===== config.mk =====
export PLATFORM = sky130hd
export DESIGN_NAME = tps_ctrl
export DESIGN_NICKNAME = d
export VERILOG_FILES = /design/src/sv/tps_pkg.sv /design/src/sv/tps_ctrl.sv
export SDC_FILE = /design/constraint.sdc
export NUM_CORES = 1
export LEC_CHECK = 0
export BUFFER_PORTS_ARGS = -buffer_cell sky130_fd_sc_hd__buf_2
export CORE_ASPECT_RATIO = 1.75
export CORE_MARGIN = 4
export CORE_UTILIZATION = 54
export DETAILED_ROUTE_END_ITERATION = 16
export PLACE_DENSITY = 0.85
export RECOVER_POWER = 25
export SLEW_MARGIN = 20
export SYNTH_ARGS = -nofsm -noshare
export SYNTH_HDL_FRONTEND = slang
export SYNTH_SLANG_ARGS = --single-unit

===== constraint.sdc =====
create_clock -name clk -period 2.66 [get_ports clk]
set_clock_uncertainty 0.2 [all_clocks]
set_input_delay 0.532 -clock clk [delete_from_list [all_inputs] [get_ports clk]]
set_output_delay 0.532 -clock clk [all_outputs]
set_load 0.02 [all_outputs]

===== src/sv/tps_pkg.sv =====
// ----------------------------------------------------------------------------
// tps_pkg
// Shared types, constants and helper functions of the tracker pattern sequencer.
// ----------------------------------------------------------------------------
`default_nettype none

package tps_pkg;

    // sizes
    localparam int SONG_BYTES   = 16384;
    localparam int STACK_DEPTH  = 16;
    localparam int MAX_COMMANDS = 256;
    localparam int SONG_AW      = $clog2(SONG_BYTES);
    localparam int SP_W         = $clog2(STACK_DEPTH);
    localparam int STK_ENTRIES  = 3 * STACK_DEPTH;
    localparam int STK_AW       = $clog2(STK_ENTRIES);
    localparam int CNT_W        = $clog2(MAX_COMMANDS + 1);
    localparam int NUM_NOTES    = 84;
    localparam int NUM_REGS     = 14;

    // item modes
    localparam logic [1:0] MODE_LOAD    = 2'd0;
    localparam logic [1:0] MODE_RESTART = 2'd1;
    localparam logic [1:0] MODE_TICK    = 2'd2;

    // configuration register indexes
    localparam logic [1:0] CFG_SONG_BASE = 2'd0;
    localparam logic [1:0] CFG_START_A   = 2'd1;
    localparam logic [1:0] CFG_START_B   = 2'd2;
    localparam logic [1:0] CFG_START_C   = 2'd3;

    // pattern command bytes
    localparam logic [7:0] CMD_JMP   = 8'h80;
    localparam logic [7:0] CMD_CALL  = 8'h81;
    localparam logic [7:0] CMD_LOOP  = 8'h82;
    localparam logic [7:0] CMD_RET   = 8'h83;
    localparam logic [7:0] CMD_NOISE = 8'h84;
    localparam logic [7:0] CMD_MIX   = 8'h85;
    localparam logic [7:0] CMD_ORN   = 8'h86;
    localparam logic [7:0] CMD_SMP   = 8'h87;
    localparam logic [7:0] CMD_TRN   = 8'h88;
    localparam logic [7:0] CMD_POP   = 8'h89;
    localparam logic [7:0] CMD_KEEP  = 8'h8a;
    localparam logic [7:0] CMD_FREE  = 8'h8b;
    localparam logic [7:0] CMD_SKIP  = 8'h8c;
    localparam logic [7:0] CMD_NADD  = 8'h8d;
    localparam logic [7:0] CMD_TADD  = 8'h8e;
    localparam logic [7:0] CMD_PUSHT = 8'h8f;
    localparam logic [7:0] CMD_POPT  = 8'h90;
    localparam logic [7:0] NOTE_MAX  = 8'h54;

    // sample and ornament stream codes
    localparam logic [7:0] SMP_JMP     = 8'h80;
    localparam logic [7:0] SMP_AMP_LIM = 8'h1e;
    localparam logic [7:0] SMP_AMP_OFS = 8'h32;
    localparam logic [7:0] ORN_JMP     = 8'h80;
    localparam logic [7:0] ORN_NOTE_ON = 8'h82;
    localparam logic [7:0] ORN_NOTE_OF = 8'h83;
    localparam logic [7:0] ORN_MIXFLIP = 8'h84;
    localparam logic [7:0] MIX_FLIP    = 8'h09;
    localparam logic [7:0] NOISE_MASK  = 8'h1f;
    localparam logic [7:0] MIXER_RESET = 8'h08;

    // channel flag bits
    localparam int FL_KEEP = 0;
    localparam int FL_RUN  = 1;
    localparam int FL_NEW  = 2;
    localparam int FL_ORN  = 3;

    typedef struct packed {
        logic [1:0]  mode;
        logic [13:0] load_offset;
        logic [7:0]  load_byte;
    } item_t;

    typedef struct packed {
        logic [3:0] reg_index;
        logic [7:0] reg_value;
        logic       last;
        logic       overrun;
    } result_t;

    typedef enum logic [4:0] {
        ST_IDLE, ST_NW, ST_PF, ST_PV, ST_PB, ST_PUSHPA,
        ST_WLO, ST_WHI, ST_WDN, ST_LP1, ST_LP2, ST_LP3, ST_POP,
        ST_SST, ST_SD, ST_SF, ST_SV, ST_STK, ST_OC, ST_OF, ST_OV,
        ST_OUT, ST_EMIT
    } state_t;

    typedef enum logic [4:0] {
        PC_JMP, PC_CALL, PC_LOOP, PC_RET, PC_NOISE, PC_MIX, PC_ORN, PC_SMP,
        PC_TRN, PC_POP, PC_KEEP, PC_FREE, PC_SKIP, PC_NADD, PC_TADD,
        PC_PUSHT, PC_POPT, PC_NOTE, PC_NOP
    } pcls_t;

    typedef struct packed {
        state_t     op;
        logic [1:0] ch;
        logic       load;
        logic       restart;
        logic       tick;
        logic [3:0] emit_idx;
    } cmd_t;

    typedef struct packed {
        logic [7:0] rd_byte;
        pcls_t      v_cls;
        logic       n_max;
        logic       nw_one;
        logic       st_one;
        logic       lp_nz;
        logic       run;
        logic       orn_go;
    } status_t;

    localparam logic [11:0] PERIOD [NUM_NOTES] = '{
        12'hfbf, 12'hedc, 12'he07, 12'hd3d, 12'hc7f, 12'hbcc, 12'hb22, 12'ha82,
        12'h9eb, 12'h95d, 12'h8d6, 12'h857, 12'h7df, 12'h76e, 12'h703, 12'h69f,
        12'h640, 12'h5e6, 12'h591, 12'h541, 12'h4f6, 12'h4ae, 12'h46b, 12'h42c,
        12'h3f0, 12'h3b7, 12'h382, 12'h34f, 12'h320, 12'h2f3, 12'h2c8, 12'h2a1,
        12'h27b, 12'h257, 12'h236, 12'h216, 12'h1f8, 12'h1dc, 12'h1c1, 12'h1a8,
        12'h190, 12'h179, 12'h164, 12'h150, 12'h13d, 12'h12c, 12'h11b, 12'h10b,
        12'h0fc, 12'h0ee, 12'h0e0, 12'h0d4, 12'h0c8, 12'h0bd, 12'h0b2, 12'h0a8,
        12'h09f, 12'h096, 12'h08d, 12'h085, 12'h07e, 12'h077, 12'h070, 12'h06a,
        12'h064, 12'h05e, 12'h059, 12'h054, 12'h04f, 12'h04b, 12'h047, 12'h043,
        12'h03f, 12'h03b, 12'h038, 12'h035, 12'h032, 12'h02f, 12'h02d, 12'h02a,
        12'h028, 12'h025, 12'h023, 12'h021
    };

    // tone period of a note, zero outside the table
    function automatic logic [15:0] note_tone(input logic [7:0] n);
        logic [15:0] t;
        t = 16'd0;
        if (n >= 8'd1 && n <= 8'(NUM_NOTES))
            t = 16'(PERIOD[7'(n - 8'd1)]);
        return t;
    endfunction

    // pattern byte decode
    function automatic pcls_t pat_class(input logic [7:0] v);
        pcls_t c;
        unique case (v)
            CMD_JMP:   c = PC_JMP;
            CMD_CALL:  c = PC_CALL;
            CMD_LOOP:  c = PC_LOOP;
            CMD_RET:   c = PC_RET;
            CMD_NOISE: c = PC_NOISE;
            CMD_MIX:   c = PC_MIX;
            CMD_ORN:   c = PC_ORN;
            CMD_SMP:   c = PC_SMP;
            CMD_TRN:   c = PC_TRN;
            CMD_POP:   c = PC_POP;
            CMD_KEEP:  c = PC_KEEP;
            CMD_FREE:  c = PC_FREE;
            CMD_SKIP:  c = PC_SKIP;
            CMD_NADD:  c = PC_NADD;
            CMD_TADD:  c = PC_TADD;
            CMD_PUSHT: c = PC_PUSHT;
            CMD_POPT:  c = PC_POPT;
            default:   c = (v <= NOTE_MAX) ? PC_NOTE : PC_NOP;
        endcase
        return c;
    endfunction

endpackage

`default_nettype wire


===== src/sv/tps_ctrl.sv =====
// ----------------------------------------------------------------------------
// tps_ctrl
// Sequencer of the tick walk: steps through pattern, sample and ornament
// streams of each channel and then the register output beats.
// ----------------------------------------------------------------------------
`default_nettype none

module tps_ctrl (
    input  wire logic             clk,
    input  wire logic             rst_n,
    input  wire logic             start,
    input  wire logic [1:0]       mode,
    input  wire tps_pkg::status_t sts,
    output tps_pkg::cmd_t         cmd,
    output logic                  busy,
    output logic                  strobe
);

    import tps_pkg::*;

    state_t     state_reg, state_next;
    state_t     ret_reg, ret_next;
    logic [1:0] ch_reg, ch_next;
    logic [3:0] k_reg, k_next;
    logic       accept;

    assign accept = start && (state_reg == ST_IDLE);
    assign busy   = (state_reg != ST_IDLE);
    assign strobe = (state_reg == ST_EMIT);

    // command to the datapath
    always_comb
    begin
        cmd.op       = state_reg;
        cmd.ch       = ch_reg;
        cmd.load     = accept && (mode == MODE_LOAD);
        cmd.restart  = accept && (mode == MODE_RESTART);
        cmd.tick     = accept && (mode == MODE_TICK);
        cmd.emit_idx = k_reg;
    end

    // state registers
    always_ff @(posedge clk or negedge rst_n)
    begin
        if (!rst_n)
        begin
            state_reg <= ST_IDLE;
            ret_reg   <= ST_IDLE;
            ch_reg    <= 2'd0;
            k_reg     <= 4'd0;
        end
        else
        begin
            state_reg <= state_next;
            ret_reg   <= ret_next;
            ch_reg    <= ch_next;
            k_reg     <= k_next;
        end
    end

    // next state
    always_comb
    begin
        state_next = state_reg;
        ret_next   = ret_reg;
        ch_next    = ch_reg;
        k_next     = k_reg;
        unique case (state_reg)
            ST_IDLE:
            begin
                if (accept && mode == MODE_TICK)
                begin
                    state_next = ST_NW;
                    ch_next    = 2'd0;
                end
            end
            ST_NW:     state_next = sts.nw_one ? ST_PF : ST_SD;
            ST_PF:     state_next = sts.n_max ? ST_OUT : ST_PV;
            ST_PV:
            begin
                case (pat_class(sts.rd_byte))
                    PC_JMP, PC_CALL, PC_ORN, PC_SMP:
                    begin
                        state_next = ST_WLO;
                        ret_next   = ST_PF;
                    end
                    PC_LOOP, PC_NOISE, PC_MIX, PC_TRN, PC_NADD, PC_TADD, PC_NOTE:
                        state_next = ST_PB;
                    PC_RET:            state_next = ST_LP1;
                    PC_POP, PC_POPT:   state_next = ST_POP;
                    default:           state_next = ST_PF;
                endcase
            end
            ST_PB:
            begin
                case (sts.v_cls)
                    PC_LOOP: state_next = ST_PUSHPA;
                    PC_NOTE: state_next = sts.run ? ST_SD : ST_SST;
                    default: state_next = ST_PF;
                endcase
            end
            ST_PUSHPA: state_next = ST_PF;
            ST_WLO:    state_next = ST_WHI;
            ST_WHI:    state_next = ST_WDN;
            ST_WDN:    state_next = ret_reg;
            ST_LP1:    state_next = ST_LP2;
            ST_LP2:    state_next = sts.lp_nz ? ST_LP3 : ST_PF;
            ST_LP3:    state_next = ST_PF;
            ST_POP:    state_next = ST_PF;
            ST_SST:    state_next = ST_OUT;
            ST_SD:     state_next = sts.st_one ? ST_SF : ST_OC;
            ST_SF:     state_next = sts.n_max ? ST_OC : ST_SV;
            ST_SV:
            begin
                if (sts.rd_byte == SMP_JMP)
                begin
                    state_next = ST_WLO;
                    ret_next   = ST_SF;
                end
                else if (sts.rd_byte < SMP_AMP_LIM)
                    state_next = ST_STK;
                else
                    state_next = ST_OC;
            end
            ST_STK:    state_next = ST_OC;
            ST_OC:     state_next = sts.orn_go ? ST_OF : ST_OUT;
            ST_OF:     state_next = sts.n_max ? ST_OUT : ST_OV;
            ST_OV:
            begin
                case (sts.rd_byte)
                    ORN_JMP:
                    begin
                        state_next = ST_WLO;
                        ret_next   = ST_OF;
                    end
                    ORN_NOTE_ON, ORN_NOTE_OF, ORN_MIXFLIP: state_next = ST_OF;
                    default:                               state_next = ST_OUT;
                endcase
            end
            ST_OUT:
            begin
                if (ch_reg == 2'd2)
                begin
                    state_next = ST_EMIT;
                    k_next     = 4'd0;
                end
                else
                begin
                    state_next = ST_NW;
                    ch_next    = ch_reg + 2'd1;
                end
            end
            ST_EMIT:
            begin
                if (k_reg == 4'(NUM_REGS - 1))
                    state_next = ST_IDLE;
                else
                    k_next = k_reg + 4'd1;
            end
            default:   state_next = ST_IDLE;
        endcase
    end

endmodule

`default_nettype wire


==> summary.md, run 1 <==
| Metric | Value |
|---|---|
| Setup crit end | cmd[6] |
| Dominant cells by area after synthesis | dfrtp_1, nand3_1, nand2_1 |
| Postcts setup bufs | 0 |
| Sw power | 0.000798 W |
| Post-CTS resize count | 0 |
| Cell Int Power | 0.000804 W |
| RD Place Congestion | 0.948 |
| Flop-to-flop setup slack | 0.48 ns |
| Setup crit start kind | flop |
| Core Rows | 26 |
| Core area | 0.00290 mm2 |
| Setup CP Type | reg2out |
| Worst Setup SP | state_reg[1]$_DFFE_PN0P_ |
| Root buf cell | clkbuf_8 |
| DP HPWL | 3680 um |
| Area of the die | 0.00398 mm2 |
| Via Count | 1828 |
| Initial Utilization | 56.1% |
| Worst-Skew Late Latency | 0.26 ns |
| Hold crit path type | reg2reg |
| Worst-margin pin slew | 0.882 ns |
| PwrDens | 846 mW/mm2 |
| R2R cell count | 6 |
| Io pins | 40 |
| First-pass GRT wire length | 7830 um |
| TNS Setup | 0 ns |
| Most common cell after layout, fill and taps aside | buf_2 |
| DRT iter0 DRCs | 78 |
| CTS tree | built |
| Synth Cell Area | 0.00162 mm2 |
| CTS Hold Buffers Added | 1 |
| Detail Route Antenna Nets | 0 |
| Synth area leader | dfrtp_1 |
| Largest net degree at the start of global routing | 21 |
| Seq/Total Area, Yosys | 23.1% |
| Yosys top cell area share | 23.1% |
| Critical-path top delay cell | dfrtp_1 |
| Combinational power share | 62.8% |
| Net Count, Synth | 236 |
| R2R Path Start | state_reg[1]$_DFFE_PN0P_ |
| Share of layout cells above drive strength 1 | 24.1% |
| Reg2reg end | state_reg[1]$_DFFE_PN0P_ |
| Period Utilization, post-route | 93.2% |
| Endpoints failing setup | 0 |
| Total power | 0.00160 W |
| Final Max Tran Viols | 0 |
| Post-synthesis register bit count | 15 |
| Crit path max fanout | 9 |
| Chip Width | 49.5 um |
| GR Util All Layers | 25.2% |
| Detailed-route wire length | 4720 um |
| Final min period | 2.48 ns |
| Area grow syn2layout | 16.6% |
| Share of flip-flops with an asynchronous set or reset | 100% |
| Worst VDD drop | 0.000482 V |
| N_diodes | 0 |
| Vert. Die Dim | 80.5 um |
| Reg clk slew, reported paths | 0.07 ns |
| First-pass iteration count of the detailed router | 4 |
| YS warnings | 0 |
| Placed inst area | 0.00184 mm2 |
| Top Family by Delay on Critical Path | simple AND/OR/NAND/NOR gates |
| Synth unique cells | 63 |
| CP Capture Type | output port |
| Syn Area/Cell | 7.77 um2 |
| # Max-Cap Violations | 0 |
| Clk pwr share | 12.8% |
| H-tree levels | 1 |
| Part of the power in registers | 24.4% |
| Design Area, Final | 0.00189 mm2 |
| Commonest non-fill, non-tap cells in the layout | buf_2, nand2_1, nand3_1, dfrtp_1, nor2_1 |
| Clock sink count | 15 |
| Outcome | finished clean |
| Final hold viol count | 0 |
| Number of port buffers | 39 |
| Switching portion of total power | 49.8% |
| Worst path bufs/invs | 2 |
| Leakage Power | 0.860 nW |
| Drt drc | 0 |
| Vias/cell | 6.70 |
| RSZ-0062 raised after global routing | no |
| Vias in the first global route | 1730 |
| Arrival time at the worst endpoint | 1.75 ns |
| Number of synthesized flops with an enable pin | 0 |
| CP Cell Sequence | nor2_1, and2_1, inv_1, nor4b_2, buf_2 |
| Drt wl/cell | 17.3 um |
| Worst EP required | 1.93 ns |
| Fmax | 403 MHz |
| Top_reg_cell synth | dfrtp_1 |
| Relative slew slack | 41.2% |
| Total CTS buffers | 3 |
| Cells after Synth | 209 |
| Max Root-Sink Buffers | 2 |
| Initial antenna violation count | 0 |
| WP depth | 5 |
| CP peak stage delay | 0.47 ns |
| Remaining global-route overflow | 0 |
| Largest register FFs | 5 |
| Final net count | 273 |
==> synthesized netlist by cell type (all sizes together), types with 2 or more instances <==
cell type   n
ha          3
o31ai       2
o2111ai     3
o22ai       3
or3         3
and3        4
nand2      15
nand3      16
nor3b       4
nor4        2
o2bb2ai     2
clkbuf      5
and2        5
or4         2
o41ai       3
nor2       14
nor2b       8
nand2b      3
a211oi      3
a21oi       9
inv        12
buf        10
o21ai       9
xor2        3
o211ai      3
dfrtp      15
o31a        2
o32a        2
nor4b       3
a31o        2
nand4       4
a22oi       4
nor3        7
and3b       5
and4        2
==> kinds of logic (layout without fill, tap and decap cells) <==
family	after synthesis	in the layout	synth area share, %
flops	15	15	23.1
compound gates	56	56	25.9
mux	1	1	0.693
buf+inv	27	63	7.55
xor+xnor	4	4	2.16
fa+ha+maj	3	3	2.31
simple gates	103	103	38.3
==> power groups by stage <==
stage	Clock (W)	Sequential, W	Combinational [W]
after floorplan	0	0.000428	0.000651
after global placement	0	0.000391	0.000967
after detailed placement	0	0.000394	0.000980
after CTS	0.000202	0.000390	0.000992
after global routing	0.000211	0.000406	0.00109
final	0.000205	0.000391	0.00101
==> cell type report <==
cell class / count / area, um2
flip-flops and latches: 15 / 375
clock inverters: 1 / 7.51
multi-input cells: 167 / 1130
inverters: 12 / 45.0
fillers: 276 / 1000
clock buffers: 3 / 41.3
repair buffers: 47 / 256
well taps: 28 / 35.0
==> worst min path at each step <==
stage,start,depth (start not counted),slack (ns),to
after global routing,ret_reg[1]$_DFFE_PN0P_,1,0.34,ret_reg[1]$_DFFE_PN0P_
final,ret_reg[1]$_DFFE_PN0P_,1,0.31,ret_reg[1]$_DFFE_PN0P_
after CTS,ret_reg[1]$_DFFE_PN0P_,1,0.31,ret_reg[1]$_DFFE_PN0P_
after detailed placement,rst_n,1,0.26,k_reg[1]$_DFFE_PN0P_
after global placement,rst_n,1,0.26,k_reg[0]$_DFFE_PN0P_
after floorplan,rst_n,0,0.04,ch_reg[0]$_DFFE_PN0P_
==> per-layer routing <==
layer	wire, um	global-route usage [%]	up-vias
li1	-	-	864
met1	1640	25.5	848
met2	2470	46.4	91
met3	331	3.15	25
met4	276	18.6	0
met5	0	0	-
==> worst reg2reg max path: stages (launching register included) <==
cell	delay, ns
dfrtp_1	0.47
buf_4	0.22
nor2b_1	0.19
nand3_2	0.17
o311ai_1	0.14
or4_1	0.49
a31o_1	0.20
==> stage by stage <==
step	setup WS, ns	cells	util (%)	hold slack, ns
floorplan	0.204	209	-	0.0364
CTS	0.206	273	65.4	0.308
finish	0.181	273	65.4	0.305
global placement	0.262	268	63.4	0.259
detailed placement	0.210	268	63.4	0.264
global route	0.117	273	65.4	0.345
Power figures use the tool's default switching activity.
==> run 2: changes to the inputs <==
--- a/config.mk
+++ b/config.mk
@@ -7,11 +7,13 @@
 export LEC_CHECK = 0
 export BUFFER_PORTS_ARGS = -buffer_cell sky130_fd_sc_hd__buf_2
 export CORE_ASPECT_RATIO = 1.75
-export CORE_MARGIN = 4
-export CORE_UTILIZATION = 54
+export CORE_MARGIN = 5
+export CORE_UTILIZATION = 55
+export CTS_BUF_LIST = sky130_fd_sc_hd__clkbuf_8
 export DETAILED_ROUTE_END_ITERATION = 16
-export PLACE_DENSITY = 0.85
+export PLACE_DENSITY = 0.86
 export RECOVER_POWER = 25
+export REMOVE_ABC_BUFFERS = 1
 export SLEW_MARGIN = 20
 export SYNTH_ARGS = -nofsm -noshare
 export SYNTH_HDL_FRONTEND = slang
==> run 2 against run 1 <==
Against the previous run:
- utilization fell by 0.26 points
- global-route usage fell by 1.5 points
- power fell by 0.93%
- sequential power fell by 4%
- worst setup slack got worse by 0.0023 ns
- register-to-register slack got worse by 0.09 ns
- design area fell by 0.40%
- first-iteration DRC count fell by 17%
- critical path type unchanged
- critical endpoint unchanged
- largest cell class unchanged
==> summary.md, run 2 (same netlist as run 1, synthesis figures left out) <==
| Metric | Value |
|---|---|
| Outcome | finished clean (unchanged) |
| Endpoints failing setup | 0 (unchanged) |
| First-pass iteration count of the detailed router | 4 (unchanged) |
| Area grow syn2layout | 16.1% (was 16.6%) |
| Reg2reg end | state_reg[1]$_DFFE_PN0P_ (unchanged) |
| Setup crit start kind | flop (unchanged) |
| Core area | 0.00290 mm2 (unchanged) |
| Drt drc | 0 (unchanged) |
| Commonest non-fill, non-tap cells in the layout | buf_2, nand2_1, nand3_1, dfrtp_1 (was buf_2, nand2_1, nand3_1, dfrtp_1, nor2_1) |
| Worst VDD drop | 0.000356 V (was 0.000482 V) |
| First-pass GRT wire length | 7600 um (was 7830 um) |
| Fillcell total | 260 (was 276) |
| Fmax | 403 MHz (about the same) |
| RD Place Congestion | 0.959 (was 0.948) |
| Met1 usage | 23.9% (was 25.5%) |
| Postcts setup bufs | 0 (unchanged) |
| Vias in the first global route | 1656 (was 1730) |
| Worst path bufs/invs | 2 (unchanged) |
| Initial Utilization | 56.1% (unchanged) |
| PwrDens | 841 mW/mm2 (was 846 mW/mm2) |
| Core Rows | 26 (unchanged) |
| Arrival time at the worst endpoint | 1.75 ns (about the same) |
| Vert. Die Dim | 81.9 um (was 80.5 um) |
| Relative slew slack | 41.9% (was 41.2%) |
| Largest net degree at the start of global routing | 20 (was 21) |
| Vias/cell | 6.63 (was 6.70) |
| Worst hold margin | 0.280 ns (was 0.305 ns) |
| CP Cell Sequence | nor3_1, and2_1, inv_1, nor4b_1, buf_2 (was nor2_1, and2_1, inv_1, nor4b_2, buf_2) |
| RSZ-0062 raised after global routing | no (unchanged) |
| Hold EP | ret_reg[1]$_DFFE_PN0P_ (unchanged) |
| CP Capture Type | output port (unchanged) |
| Period Utilization, post-route | 93.3% (was 93.2%) |
| Gr busiest metal | met2 (unchanged) |
| Leakage Power | 0.865 nW (was 0.860 nW) |
| Fin cells | 273 (unchanged) |
| CTS tree | built (unchanged) |
| CP peak stage delay | 0.45 ns (was 0.47 ns) |
| DP HPWL | 3650 um (was 3680 um) |
| M2 GR Usage | 45.3% (was 46.4%) |
| Final net count | 273 (unchanged) |
| DRT iter0 DRCs | 65 (was 78) |
| Top Family by Delay on Critical Path | simple AND/OR/NAND/NOR gates (unchanged) |
| GR Util All Layers | 23.7% (was 25.2%) |
| Hold crit path type | reg2reg (unchanged) |
| Critical-path top delay cell | dfrtp_1 (unchanged) |
| Setup CP Type | reg2out (unchanged) |
| Hold path start | ret_reg[1]$_DFFE_PN0P_ (unchanged) |
| Dpl cells | 268 (unchanged) |
| Clock sink count | 15 (unchanged) |
| Via Count | 1811 (was 1828) |
| Detailed-route wire length | 4710 um (was 4720 um) |
| # Max-Cap Violations | 0 (unchanged) |
| R2R Path Start | state_reg[0]$_DFFE_PN0P_ (was state_reg[1]$_DFFE_PN0P_) |
| Final min period | 2.48 ns (about the same) |
| Crit path max fanout | 8 (was 9) |
| Largest register FFs | 5 (unchanged) |
| Worst EP required | 1.93 ns (about the same) |
| R2R cell count | 6 (unchanged) |
| Hold depth | 1 (unchanged) |
| Most common cell after layout, fill and taps aside | buf_2 (unchanged) |
| Met3 usage | 2.54% (was 3.15%) |
| Chip Width | 51.1 um (was 49.5 um) |
| Area of the die | 0.00418 mm2 (was 0.00398 mm2) |
| Worst-margin pin slew | 0.871 ns (was 0.882 ns) |
| Reg clk slew, reported paths | 0.06 ns (was 0.07 ns) |
| Drt wl/cell | 17.3 um (about the same) |
| Share of layout cells above drive strength 1 | 23.7% (was 24.1%) |
| H-tree levels | 1 (unchanged) |
| Root buf cell | clkbuf_8 (unchanged) |
| Detail Route Antenna Nets | 0 (unchanged) |
| Final Max Tran Viols | 0 (unchanged) |
| Total CTS buffers | 3 (unchanged) |
| Max Root-Sink Buffers | 2 (unchanged) |
| Initial antenna violation count | 0 (unchanged) |
| Number of port buffers | 39 (unchanged) |
| N_diodes | 0 (unchanged) |
| Remaining global-route overflow | 0 (unchanged) |
| Final hold viol count | 0 (unchanged) |
| Io pins | 40 (unchanged) |
| Worst-Skew Late Latency | 0.25 ns (was 0.26 ns) |
| Flop-to-flop setup slack | 0.39 ns (was 0.48 ns) |
run 2: repair_timing:
action / 4_1_cts / 5_1_grt
setup endpoints to repair: 0 / 1
endpoints found under the hold margin: 15 / 0
gates resized for setup: 0 / 1
hold buffers: 1 / 0
run 2: metal layers:
metal / vias to the layer above / share of wire [%]
met2: 95 / 55
met1: 833 / 34
li1: 862 / -
met5: - / 0
met4: 0 / 4.7
met3: 21 / 5.7
run 2: area by class of cell:
| type | count | area (um2) | share of cell area [%] |
|---|---|---|---|
| clock buffers | 3 | 41.3 | 2.19 |
| repair buffers | 47 | 256 | 13.6 |
| clock inverters | 1 | 3.75 | 0.199 |
| inverters | 12 | 45.0 | 2.39 |
| multi-input cells | 167 | 1130 | 59.9 |
| flip-flops and latches | 15 | 375 | 19.9 |
| well taps | 28 | 35.0 | 1.86 |
run 2: report_power, final:
group / internal (W) / switching [W]
combinational: 0.000412 / 0.000610
clock: 0.000102 / 0.0000866
sequential: 0.000296 / 0.0000797
run 2: worst max path at each step:
stage,cells past startpoint,to,from,slack [ns]
3_5_place_dp,6,ret_reg[4]$_DFFE_PN0P_,sts[12],0.21
6_report,5,cmd[6],state_reg[3]$_DFFE_PN0P_,0.18
3_3_place_gp,6,ret_reg[4]$_DFFE_PN0P_,sts[12],0.30
4_1_cts,5,cmd[6],state_reg[0]$_DFFE_PN0P_,0.14
5_1_grt,5,cmd[6],state_reg[3]$_DFFE_PN0P_,0.01
2_1_floorplan,4,cmd[6],state_reg[2]$_DFFE_PN0P_,-0.07
run 2: per-stage QoR:
step | power, W | setup TNS, ns | setup slack, ns | utilization (%) | cell area (um2)
2_1_floorplan | 0.00102 | -0.0702 | -0.0702 | - | 1550
5_1_grt | 0.00171 | 0 | 0.0138 | 65.1 | 1890
3_5_place_dp | 0.00137 | 0 | 0.205 | 63.2 | 1830
6_report | 0.00159 | 0 | 0.178 | 65.1 | 1890
4_1_cts | 0.00157 | 0 | 0.142 | 65.1 | 1880
3_3_place_gp | 0.00136 | 0 | 0.304 | 63.2 | 1830
==> run 3: changes to the inputs <==
--- a/config.mk
+++ b/config.mk
@@ -8,10 +8,10 @@
 export BUFFER_PORTS_ARGS = -buffer_cell sky130_fd_sc_hd__buf_2
 export CORE_ASPECT_RATIO = 1.75
 export CORE_MARGIN = 5
-export CORE_UTILIZATION = 55
+export CORE_UTILIZATION = 60
 export CTS_BUF_LIST = sky130_fd_sc_hd__clkbuf_8
 export DETAILED_ROUTE_END_ITERATION = 16
-export PLACE_DENSITY = 0.86
+export PLACE_DENSITY = 0.92
 export RECOVER_POWER = 25
 export REMOVE_ABC_BUFFERS = 1
 export SLEW_MARGIN = 20
==> constraint.sdc (replaced) <==
create_clock -name clk -period 2.9 [get_ports clk]
set_clock_uncertainty 0.2 [all_clocks]
set_input_delay 0.58 -clock clk [delete_from_list [all_inputs] [get_ports clk]]
set_output_delay 0.58 -clock clk [all_outputs]
set_load 0.1 [all_outputs]
==> run 3 against run 2 <==
Against the previous run:
- register-to-register slack better by 0.25 ns
- flip-flop and latch count stayed put
- power is 15% higher
- first-iteration DRC count is 63% higher
- combinational power is 29% higher
- worst setup slack worse by 0.028 ns
==> summary.md, run 3 (same netlist as run 1, synthesis figures left out) <==
| Metric | Value |
|---|---|
| Outcome | finished clean (unchanged) |
| Worst VDD drop | 0.000519 V (was 0.000356 V) |
| Total CTS buffers | 3 (unchanged) |
| DP HPWL | 3610 um (was 3650 um) |
| Core area | 0.00266 mm2 (was 0.00290 mm2) |
| Root buf cell | clkbuf_8 (unchanged) |
| Fmax | 364 MHz |
| Worst slack at placement | 0.313 ns (was 0.205 ns) |
| Area grow syn2layout | 15.6% (was 16.1%) |
| Drt wl/cell | 17.0 um (was 17.3 um) |
| Crit path max fanout | 7 (was 8) |
| Core Rows | 25 (was 26) |
| Most common cell after layout, fill and taps aside | buf_2 (unchanged) |
| H-tree levels | 1 (unchanged) |
| Placed inst area | 0.00183 mm2 (about the same) |
| Worst-Skew Late Latency | 0.25 ns (about the same) |
| Reg clk slew, reported paths | 0.06 ns (about the same) |
| R2R cell count | 6 (unchanged) |
| Share of layout cells above drive strength 1 | 23.1% (was 23.7%) |
| RD Place Congestion | 0.936 (was 0.959) |
| Detail Route Antenna Nets | 0 (unchanged) |
| CP Capture Type | output port (unchanged) |
| Clock sink count | 15 (unchanged) |
| Flop-to-flop setup slack | 0.64 ns (was 0.39 ns) |
| Setup ws final | 0.151 ns (was 0.178 ns) |
| Initial antenna violation count | 0 (unchanged) |
| RSZ-0062 raised after global routing | no (unchanged) |
| Worst-margin pin slew | 0.869 ns (was 0.871 ns) |
| Postcts setup bufs | 0 (unchanged) |
| Vias/cell | 6.74 (was 6.63) |
| First-pass iteration count of the detailed router | 4 (unchanged) |
| Initial Utilization | 61.1% (was 56.1%) |
| Arrival time at the worst endpoint | 1.97 ns (was 1.75 ns) |
| Chip Width | 49.3 um (was 51.1 um) |
| R2R Path Start | state_reg[4]$_DFFE_PN0P_ (was state_reg[0]$_DFFE_PN0P_) |
| Design Area, Final | 0.00188 mm2 (was 0.00189 mm2) |
| Number of port buffers | 39 (unchanged) |
| Drt drc | 0 (unchanged) |
| Final hold viol count | 0 (unchanged) |
| Reg2reg end | state_reg[1]$_DFFE_PN0P_ (unchanged) |
| Largest net degree at the start of global routing | 21 (was 20) |
| Hold crit path type | in2async (was reg2reg) |
| Commonest non-fill, non-tap cells in the layout | buf_2, nand2_1, nand3_1, dfrtp_1, nor2_1 (was buf_2, nand2_1, nand3_1, dfrtp_1) |
| CTS Hold Buffers Added | 0 (was 1) |
| GR Util All Layers | 24.0% (was 23.7%) |
| Period Utilization, post-route | 94.8% |
| Worst EP required | 2.12 ns (was 1.93 ns) |
| DRT iter0 DRCs | 106 (was 65) |
| Via Count | 1814 (was 1811) |
| Total power | 0.00182 W (was 0.00159 W) |
| CTS tree | built (unchanged) |
| Vias in the first global route | 1710 (was 1656) |
| First-pass GRT wire length | 7530 um (was 7600 um) |
| Final min period | 2.75 ns |
| Final net count | 270 (was 273) |
| PwrDens | 972 mW/mm2 (was 841 mW/mm2) |
| Leakage Power | 0.855 nW (was 0.865 nW) |
| # Max-Cap Violations | 0 (unchanged) |
| Remaining global-route overflow | 0 (unchanged) |
| Post-CTS resize count | 0 (unchanged) |
| Setup crit start kind | flop (unchanged) |
| Max Root-Sink Buffers | 2 (unchanged) |
| TNS Setup | 0 ns (unchanged) |
| Detailed-route wire length | 4570 um (was 4710 um) |
| Io pins | 40 (unchanged) |
| Relative slew slack | 42.0% (was 41.9%) |
| Setup CP Type | reg2out (unchanged) |
| Area of the die | 0.00389 mm2 (was 0.00418 mm2) |
| Vert. Die Dim | 78.8 um (was 81.9 um) |
| Worst Setup SP | state_reg[1]$_DFFE_PN0P_ (was state_reg[3]$_DFFE_PN0P_) |
| Finished Core Util | 70.6% (was 65.1%) |
| N_diodes | 0 (unchanged) |
| Final Max Tran Viols | 0 (unchanged) |
| Largest register FFs | 5 (unchanged) |
| Endpoints failing setup | 0 (unchanged) |
==> run 3: critical path, stage by stage (launching register included) <==
cell and delay [ns]:
dfrtp_1 0.46, nor2_1 0.27, and2_1 0.20, inv_1 0.08
nor4b_1 0.46, buf_12 0.24
==> run 3: worst max path at each step <==
stage | to | slack, ns | cells after the start
floorplan | cmd[6] | -3.05 | 4
global placement | ret_reg[4]$_DFFE_PN0P_ | 0.37 | 6
detailed placement | ret_reg[4]$_DFFE_PN0P_ | 0.31 | 6
CTS | cmd[6] | 0.03 | 5
global route | cmd[6] | 0.05 | 5
finish | cmd[6] | 0.15 | 5
==> run 3: through the flow <==
step | instances | hold slack, ns
global route | 269 | 0.287
detailed placement | 265 | 0.269
CTS | 269 | 0.0376
finish | 269 | 0.216
floorplan | 194 | 0.0844
global placement | 265 | 0.259
==> run 3: final cells by class <==
cell class              count  area (um2)
well taps                  27        33.8
repair buffers             44         246
clock buffers               3        41.3
clock inverters             1        3.75
fillers                   229         782
flip-flops and latches     15         375
inverters                  12        45.0
multi-input cells         167        1130
==> run 3: per-layer routing <==
metal	up-vias	track usage, %	part of all wire [%]
met5	-	0	0
met4	0	17.0	5.6
met3	25	2.25	6.1
met2	89	43.3	53
met1	845	25.1	35
li1	855	-	-
==> run 3: where the power goes <==
part / switching [W] / internal [W]
clock network: 0.0000779 / 0.0000939
registers: 0.0000590 / 0.000272
logic: 0.000960 / 0.000361
